[src/design/assert_macros.svh]
// Assertion helpers used by the top-level design file
`ifndef ASSERT_MACROS_SVH
`define ASSERT_MACROS_SVH

`ifndef SYNTH

// expr must hold at every clock edge out of reset
`define ASSERT_ALWAYS(lbl, clk, rst_n, expr) \
    lbl: assert property (@(posedge clk) disable iff (!rst_n) (expr)) \
        else $error("assertion failed");

// cons must hold in the cycle after ante
`define ASSERT_NEXT(lbl, clk, rst_n, ante, cons) \
    lbl: assert property (@(posedge clk) disable iff (!rst_n) (ante) |=> (cons)) \
        else $error("assertion failed");

`else

`define ASSERT_ALWAYS(lbl, clk, rst_n, expr)
`define ASSERT_NEXT(lbl, clk, rst_n, ante, cons)

`endif

`endif

[src/design/tdpa_pkg.sv]
package tdpa_pkg;

    localparam int LANES     = 4;
    localparam int CODE_W    = 2;
    localparam int ACT_W     = 8;
    localparam int CONTRIB_W = ACT_W + 1;   // holds -(-128)
    localparam int SUM_W     = 32;
    localparam int TDATA_W   = 48;
    localparam int SLOT_W    = 2;
    localparam int COUNT_W   = 3;

    // 2-bit ternary weight codes
    typedef enum logic [CODE_W-1:0] {
        CODE_ZERO  = 2'b00,
        CODE_PLUS  = 2'b01,
        CODE_MINUS = 2'b10,
        CODE_NULL  = 2'b11
    } t_code;

    typedef logic signed [CONTRIB_W-1:0] t_contrib;

    // control from the lane stage into the accumulator
    typedef struct packed {
        logic fire;
        logic last;
    } t_acc_ctrl;

endpackage

[src/design/ternary_dot_product_accumulator_top.sv]
// Ternary dot-product accumulator.
// Input stream (s_axis): one beat carries a packed weight byte of four 2-bit
// ternary codes (01 = +1, 10 = -1, 00/11 = 0), four int8 activations, the
// first taking-part slot and the count of taking-part slots; tlast marks the
// final beat of a dot product. Output stream (m_axis): one beat per dot
// product holding the 32-bit two's complement sum, which wraps modulo 2^32.
// Throughput: one input beat per cycle while no last beat waits in the lane stage.
// Four lanes form the slot contributions of a beat and register them at the
// accepting edge; the merge stage adds them into the running sum when the beat
// leaves the lane stage. The sum appears on m_axis_tvalid after two register
// stages from the input: the lane register and the result register.
// Reset (synchronous, i_rst_n low) clears the running sum and empties the
// pipeline and the result register.
// When the receiver stalls, beats without tlast still flow into the sum; a
// last beat waits in the lane stage only while an earlier result is still
// untaken, and then s_axis_tready drops for as long as that lasts.
`include "assert_macros.svh"

module ternary_dot_product_accumulator_top (
    input  logic                          i_clk,
    input  logic                          i_rst_n,
    input  logic                          s_axis_tvalid,
    output logic                          s_axis_tready,
    // weight_byte[7:0], first_slot[9:8], valid_count[12:10], act_0[20:13],
    // act_1[28:21], act_2[36:29], act_3[44:37], zero pad[47:45]
    input  logic [tdpa_pkg::TDATA_W-1:0]  s_axis_tdata,
    input  logic                          s_axis_tlast,
    output logic                          m_axis_tvalid,
    input  logic                          m_axis_tready,
    // dot_sum[31:0]
    output logic [tdpa_pkg::SUM_W-1:0]    m_axis_tdata
);

    localparam int ActLo = 13;

    logic [7:0]                          w_weight;
    logic [tdpa_pkg::SLOT_W-1:0]         w_first;
    logic [tdpa_pkg::COUNT_W-1:0]        w_count;
    logic [tdpa_pkg::LANES-1:0]          w_take;
    logic                                w_s_fire;
    logic                                w_s1_fire;
    logic                                r_s1_valid;
    logic                                r_s1_last;
    tdpa_pkg::t_contrib                  w_contrib [tdpa_pkg::LANES];
    tdpa_pkg::t_acc_ctrl                 w_ctrl;

    // beat unpacking
    assign w_weight = s_axis_tdata[7:0];
    assign w_first  = s_axis_tdata[9:8];
    assign w_count  = s_axis_tdata[12:10];

    // lane stage moves on unless a last beat must wait for the result register
    assign w_s1_fire     = r_s1_valid && (!r_s1_last || !m_axis_tvalid || m_axis_tready);
    assign s_axis_tready = !r_s1_valid || w_s1_fire;
    assign w_s_fire      = s_axis_tvalid && s_axis_tready;

    always_ff @(posedge i_clk) begin
        if (!i_rst_n) begin
            r_s1_valid <= 1'b0;
            r_s1_last  <= 1'b0;
        end else if (s_axis_tready) begin
            r_s1_valid <= s_axis_tvalid;
            r_s1_last  <= s_axis_tlast;
        end
    end

    // slot window and lanes
    for (genvar j = 0; j < tdpa_pkg::LANES; j++) begin : g_lane
        logic [tdpa_pkg::COUNT_W-1:0] w_off;

        assign w_off     = tdpa_pkg::COUNT_W'(j) - {1'b0, w_first};
        assign w_take[j] = (tdpa_pkg::COUNT_W'(j) >= {1'b0, w_first}) && (w_off < w_count);

        tdpa_lane u_lane (
            .i_clk     (i_clk),
            .i_load    (w_s_fire),
            .i_take    (w_take[j]),
            .i_code    (tdpa_pkg::t_code'(w_weight[2*j +: tdpa_pkg::CODE_W])),
            .i_act     (s_axis_tdata[ActLo + tdpa_pkg::ACT_W*j +: tdpa_pkg::ACT_W]),
            .o_contrib (w_contrib[j])
        );
    end

    assign w_ctrl.fire = w_s1_fire;
    assign w_ctrl.last = r_s1_last;

    tdpa_accum u_accum (
        .i_clk     (i_clk),
        .i_rst_n   (i_rst_n),
        .i_ctrl    (w_ctrl),
        .i_contrib (w_contrib),
        .i_ready   (m_axis_tready),
        .o_valid   (m_axis_tvalid),
        .o_data    (m_axis_tdata)
    );

    // a last beat leaving the lane stage always shows up as a result
    `ASSERT_NEXT(a_last_emits, i_clk, i_rst_n, w_s1_fire && r_s1_last, m_axis_tvalid)
    // an untaken result is never overwritten
    `ASSERT_ALWAYS(a_no_overwrite, i_clk, i_rst_n,
        !(w_s1_fire && r_s1_last && m_axis_tvalid && !m_axis_tready))
    // a held lane-stage beat stays in place
    `ASSERT_NEXT(a_s1_hold, i_clk, i_rst_n, r_s1_valid && !w_s1_fire,
        r_s1_valid && $stable(r_s1_last))

endmodule

[src/design/tdpa_lane.sv]
module tdpa_lane (
    input  logic                              i_clk,
    input  logic                              i_load,
    input  logic                              i_take,
    input  tdpa_pkg::t_code                   i_code,
    input  logic signed [tdpa_pkg::ACT_W-1:0] i_act,
    output tdpa_pkg::t_contrib                o_contrib
);

    tdpa_pkg::t_contrib w_act_x;
    tdpa_pkg::t_contrib n_contrib;
    tdpa_pkg::t_contrib r_contrib;

    assign w_act_x = {i_act[tdpa_pkg::ACT_W-1], i_act};

    // add, subtract or skip this slot's activation
    always_comb begin
        n_contrib = '0;
        if (i_take) begin
            case (i_code)
                tdpa_pkg::CODE_PLUS:  n_contrib = w_act_x;
                tdpa_pkg::CODE_MINUS: n_contrib = -w_act_x;
                default:              n_contrib = '0;
            endcase
        end
    end

    always_ff @(posedge i_clk) begin
        if (i_load) begin
            r_contrib <= n_contrib;
        end
    end

    assign o_contrib = r_contrib;

endmodule

[src/design/tdpa_accum.sv]
module tdpa_accum (
    input  logic                              i_clk,
    input  logic                              i_rst_n,
    input  tdpa_pkg::t_acc_ctrl               i_ctrl,
    input  tdpa_pkg::t_contrib                i_contrib [tdpa_pkg::LANES],
    input  logic                              i_ready,
    output logic                              o_valid,
    output logic [tdpa_pkg::SUM_W-1:0]        o_data
);

    logic signed [tdpa_pkg::SUM_W-1:0] w_item;
    logic signed [tdpa_pkg::SUM_W-1:0] w_total;
    logic signed [tdpa_pkg::SUM_W-1:0] r_acc;
    logic [tdpa_pkg::SUM_W-1:0]        r_data;
    logic                              r_valid;

    // merge the lane results of one beat
    always_comb begin
        w_item = '0;
        for (int k = 0; k < tdpa_pkg::LANES; k++) begin
            w_item = w_item + tdpa_pkg::SUM_W'(i_contrib[k]);
        end
    end

    assign w_total = r_acc + w_item;

    // running sum, cleared once the total leaves on a last beat
    always_ff @(posedge i_clk) begin
        if (!i_rst_n) begin
            r_acc   <= '0;
            r_valid <= 1'b0;
        end else begin
            if (i_ctrl.fire) begin
                r_acc <= i_ctrl.last ? '0 : w_total;
            end
            if (i_ctrl.fire && i_ctrl.last) begin
                r_valid <= 1'b1;
            end else if (i_ready) begin
                r_valid <= 1'b0;
            end
        end
    end

    // result register
    always_ff @(posedge i_clk) begin
        if (i_ctrl.fire && i_ctrl.last) begin
            r_data <= w_total;
        end
    end

    assign o_valid = r_valid;
    assign o_data  = r_data;

endmodule

[config.mk]
export PLATFORM = sky130hd
export DESIGN_NAME = ternary_dot_product_accumulator_top
export DESIGN_NICKNAME = d
export VERILOG_FILES = /design/src/design/tdpa_pkg.sv /design/src/design/ternary_dot_product_accumulator_top.sv /design/src/design/tdpa_lane.sv /design/src/design/tdpa_accum.sv
export VERILOG_INCLUDE_DIRS = /design/src /design/src/design
export SDC_FILE = /design/constraint.sdc
export NUM_CORES = 1
export LEC_CHECK = 0
export BUFFER_PORTS_ARGS = -buffer_cell sky130_fd_sc_hd__buf_2
export CAP_MARGIN = 25
export CORE_ASPECT_RATIO = 0.7
export CORE_MARGIN = 8
export CORE_UTILIZATION = 64
export DETAILED_ROUTE_END_ITERATION = 8
export PLACE_DENSITY = 0.86
export SLEW_MARGIN = 20
export SYNTH_ARGS = -nofsm -noshare
export SYNTH_HDL_FRONTEND = slang
export SYNTH_SLANG_ARGS = --single-unit
[constraint.sdc]
create_clock -name i_clk -period 12.6 [get_ports i_clk]
set_input_delay 0.63 -clock i_clk [delete_from_list [all_inputs] [get_ports i_clk]]
set_output_delay 0.63 -clock i_clk [all_outputs]
set_load 0.005 [all_outputs]
==> impl_results.md <==
- Post-detailed-route DRC marker count: 0
- Cell taking the most area after synthesis: sky130_fd_sc_hd__edfxtp_1
- Share of the synthesized area in compound gates (AO/OA/AOI/OAI): between 15 and 20%
- Count of standard-cell rows: 33
- Final count of pins violating max slew: 0
- Total power draw: 2.18 mW
- Dpl hpwl: around 13 mm
- Number of nets with antenna violations after routing: 0
- Final standard cell utilization of the core: about 73%
- Top-level port count: 87
- Aggregate routed wire length: 17.0 mm
- Number of inserted filler cells in the final layout: roughly 840
- Total Nets Final: 1,029
- Setup Buffers After CTS: 0
- Most common flop cell mapped by yosys: sky130_fd_sc_hd__edfxtp_1
- Total global-route track usage: 22.3%
- Dominant delay contributor by cell family on the critical path: compound AO/OA/AOI/OAI gates
- Number of buffers and inverters on the critical path: 2
- Sinks on Clock Net: approximately 100
- Post-synthesis instance area: 0.00752 mm²
- Total number of vias: ~6,100
- Die height: ~110 µm
- Setup repair after global routing missed its margin: no
- Grt total ovfl: 0
- TritonRoute pass-1 iters: 5
- Footprint of the multi-input gates: approximately 0.0042 mm²
- Post-synth cell types: 55
- Yosys reg bits: roughly 100
- Sequential Area: 0.00274 mm²
- Total Die Area: approximately 0.016 mm²
- Share of Yosys cell area claimed by the top area cell type: 27.2%
- Area overhead of the layout relative to synthesis: 11.5%
- Hold Path Class: flip-flop to flip-flop
- Transition time at the pin with the least slew margin: 0.813 ns
- TritonCTS clock tree: built
- Post-Place Setup Slack: around 6.4 ns
- Initial antenna violation count: 0
- Die extent in x: 146 µm
- R2r setup slk: ~6.4 ns
- # resized after CTS: 0
- Vias in the first global route: about 6,100
- Peak Freq: between 0.15 and 0.2 GHz
- Count of hold-fix buffers inserted at cts: 0
- Leading post-synthesis cells by cell area: sky130_fd_sc_hd__edfxtp_1, sky130_fd_sc_hd__fa_1, sky130_fd_sc_hd__ha_1
- Number of placed instances, taps included: approximately 1,000
- Synth Area in Adders: 21.7%
- Slowest-stage cell, CP: sky130_fd_sc_hd__fa_1
- Peak supply drop: around 0.13 mV
- Crit path launch type: flip-flop
- Cells along the critical path: fa_1 -> ha_1 -> a21o_1 -> a21oi_1 -> o21bai_1 -> a21oi_1 -> o21bai_1 -> a21oi_1 -> nor2b_1 -> nor3_1 -> mux2i_2 -> buf_4 -> fa_1 -> inv_1 -> ha_1 -> a21oi_1 -> a21oi_1 -> o21a_1 -> a2111oi_0 -> o21bai_1 -> a21oi_1 -> o21ai_1 -> xor2_1 -> a22o_1
- Layout Cells excl Fill: 1,033
- Final setup margin: 6.35 ns
- Clock transition at the registers of the reported paths: approximately 0.07 ns
- First-pass GRT wire length: slightly below 30 mm
- Minimum period implied by the final worst setup slack: between 6 and 7 ns
- Synthesized area divided by synthesized cell count: ~9.5 µm²
- # setup viols final: 0
- Maximum number of pins on one net before global-route repair: 37
- Maximum clock path buffer count: 2
- Inserted Clock Buffers: 9
- Category of the worst setup path capture point: flip-flop
- Largest incremental delay on the critical path: approximately 0.55 ns
- Max transition margin: a little under half
- Number of standard cells after synthesis: 792
- Count of max-cap constraint violations: 0
- DRT iter0 DRCs: ~570
- Global placer's final weighted congestion: 0.927
- Largest family of logic cells by synthesized area: adder cells
- Simple-Gate Fraction of Synth Area: 13.1%
- Proportion of layout cells with a drive suffix above 1: about an eighth
- Via/cell ratio: just under 6
- Largest fanout on the critical path: 20
- Most used cell, CP: sky130_fd_sc_hd__a21oi_1
- Post-route clock skew: 0.0111 ns
- Synthesis Warnings: 0
- Synth Net Count: between 900 and 1,000
- Kind of critical path: flip-flop to flip-flop
- Setup_tns: 0 ns
- Std-Cell Core Area: 0.0116 mm²
- Number of hold violations in the final report: 0
- Mux contribution to synthesized area: less than 1%
- Number of port buffers: 83
- Top-count cell post-synth: sky130_fd_sc_hd__inv_1
- H-Tree Depth: 3
- Antenna fix cells: 0
- Period Utilization, post-route: roughly half
- Proportion of synthesized chip area in sequential cells: a little over a third
- Root buffer cell: sky130_fd_sc_hd__clkbuf_16
- Result of the run: finished clean
- Fraction of synthesized cell area in xor and xnor cells: ~4.3%
- Reported leakage power: ~3.7 nW
- Number of synthesized flops with an enable pin: 68
- Ranking of synthesized cells by instance count: sky130_fd_sc_hd__inv_1, sky130_fd_sc_hd__edfxtp_1, sky130_fd_sc_hd__a21oi_1
- Wire length per cell after detailed routing: approximately 16 µm
- Critical path arrival: 6.49 ns
- Critical path data required time: 12.85 ns
- Async set-reset flop share out of synthesis: 0%
- Initial core utilization: about two thirds
- Cell Pwr Density: between 200 and 300 mW/mm²
- Clock latency on the worst-skew pair: 0.35 ns
==> flip-flops by register name, indices dropped and copies added, names as in the netlist <==
register	count
r_s1_valid	1
u_accum.o_data	32
u_accum.r_acc	32
r_s1_last	1
u_accum.o_valid	1
g_lane.u_lane.o_contrib	36
==> through the flow <==
stage / instance area [µm²] / hold WS (ns)
final: 8380 / 0.476
after global routing: 8380 / 0.490
after CTS: 8380 / 0.476
after detailed placement: 8100 / 0.455
after global placement: 8100 / 0.455
after floorplan: 7520 / 0.441
==> layout by cell type, fill, tap and decap left out, types with 5 or more instances in the layout <==
cell                          n
sky130_fd_sc_hd__inv_1      130
sky130_fd_sc_hd__buf_2       83
sky130_fd_sc_hd__edfxtp_1    68
sky130_fd_sc_hd__a21oi_1     66
sky130_fd_sc_hd__ha_1        63
sky130_fd_sc_hd__nand2_1     58
sky130_fd_sc_hd__nor2_1      49
sky130_fd_sc_hd__fa_1        42
sky130_fd_sc_hd__dfxtp_1     35
sky130_fd_sc_hd__nor3_1      30
sky130_fd_sc_hd__xnor2_1     29
sky130_fd_sc_hd__a21o_1      21
sky130_fd_sc_hd__nor2b_1     17
sky130_fd_sc_hd__o21ai_0     17
sky130_fd_sc_hd__a22o_1      16
sky130_fd_sc_hd__a22oi_1     15
sky130_fd_sc_hd__nand3_1     12
sky130_fd_sc_hd__o21bai_1    10
sky130_fd_sc_hd__clkbuf_16   10
sky130_fd_sc_hd__nand3b_1     9
sky130_fd_sc_hd__xor2_1       8
sky130_fd_sc_hd__o21ai_1      7
sky130_fd_sc_hd__nand4_1      5
sky130_fd_sc_hd__a211oi_1     5
sky130_fd_sc_hd__and2_1       5
sky130_fd_sc_hd__o21a_1       5
sky130_fd_sc_hd__buf_4        5
==> path summary, 6_finish.rpt <==
path,start,to,cells after the start
hold reg to reg,u_accum.r_acc[1]$_SDFFE_PN0P_,u_accum.r_acc[1]$_SDFFE_PN0P_,2
setup / recovery,g_lane[0].u_lane.o_contrib[2]$_SDFFCE_PN0P_,u_accum.r_acc[29]$_SDFFE_PN0P_,24
setup reg to reg,g_lane[0].u_lane.o_contrib[2]$_SDFFCE_PN0P_,u_accum.r_acc[29]$_SDFFE_PN0P_,24
hold / removal,u_accum.r_acc[1]$_SDFFE_PN0P_,u_accum.r_acc[1]$_SDFFE_PN0P_,2
==> logic make-up (layout without fill, tap and decap cells) <==
family          after synthesis  after routing
buf+inv                     150            234
fa+ha+maj                   105            105
mux                           2              2
xor+xnor                     37             37
simple gates                206            206
flops                       103            103
compound gates              189            189
==> area by class of cell <==
type / instances / area share, %
sequential: 103 / 32.7
clock buffer: 12 / 3.07
clock inverter: 4 / 0.343
tap: 157 / 2.34
multi-input combinational: 539 / 50.3
inverter: 130 / 5.82
timing repair buffer: 88 / 5.40
==> worst min-delay path: cells and delay by family (launching register included) <==
family             cells  cell delay (ns)
AOI/OAI and AO/OA      1             0.07
and+or+nand+nor        1             0.05
DFF                    1             0.31
==> metal layers <==
metal / track usage (%) / routed length (µm) / part of all wire (%) / vias up
li1: - / - / - / 2881
met1: 30.1 / 7660 / 45 / 2838
met2: 35.9 / 7610 / 45 / 313
met3: 5.76 / 1530 / 9.0 / 29
met4: 4.74 / 209 / 1.2 / 0
met5: 0 / 0 / 0 / -
==> where the power goes <==
group          switching [mW]  total, mW  internal (mW)
clock                   0.124      0.270          0.146
sequential             0.0349      0.530          0.495
combinational           0.838       1.38          0.546
total                   0.996       2.18           1.19
No activity file was read; power rests on OpenSTA's default activity.
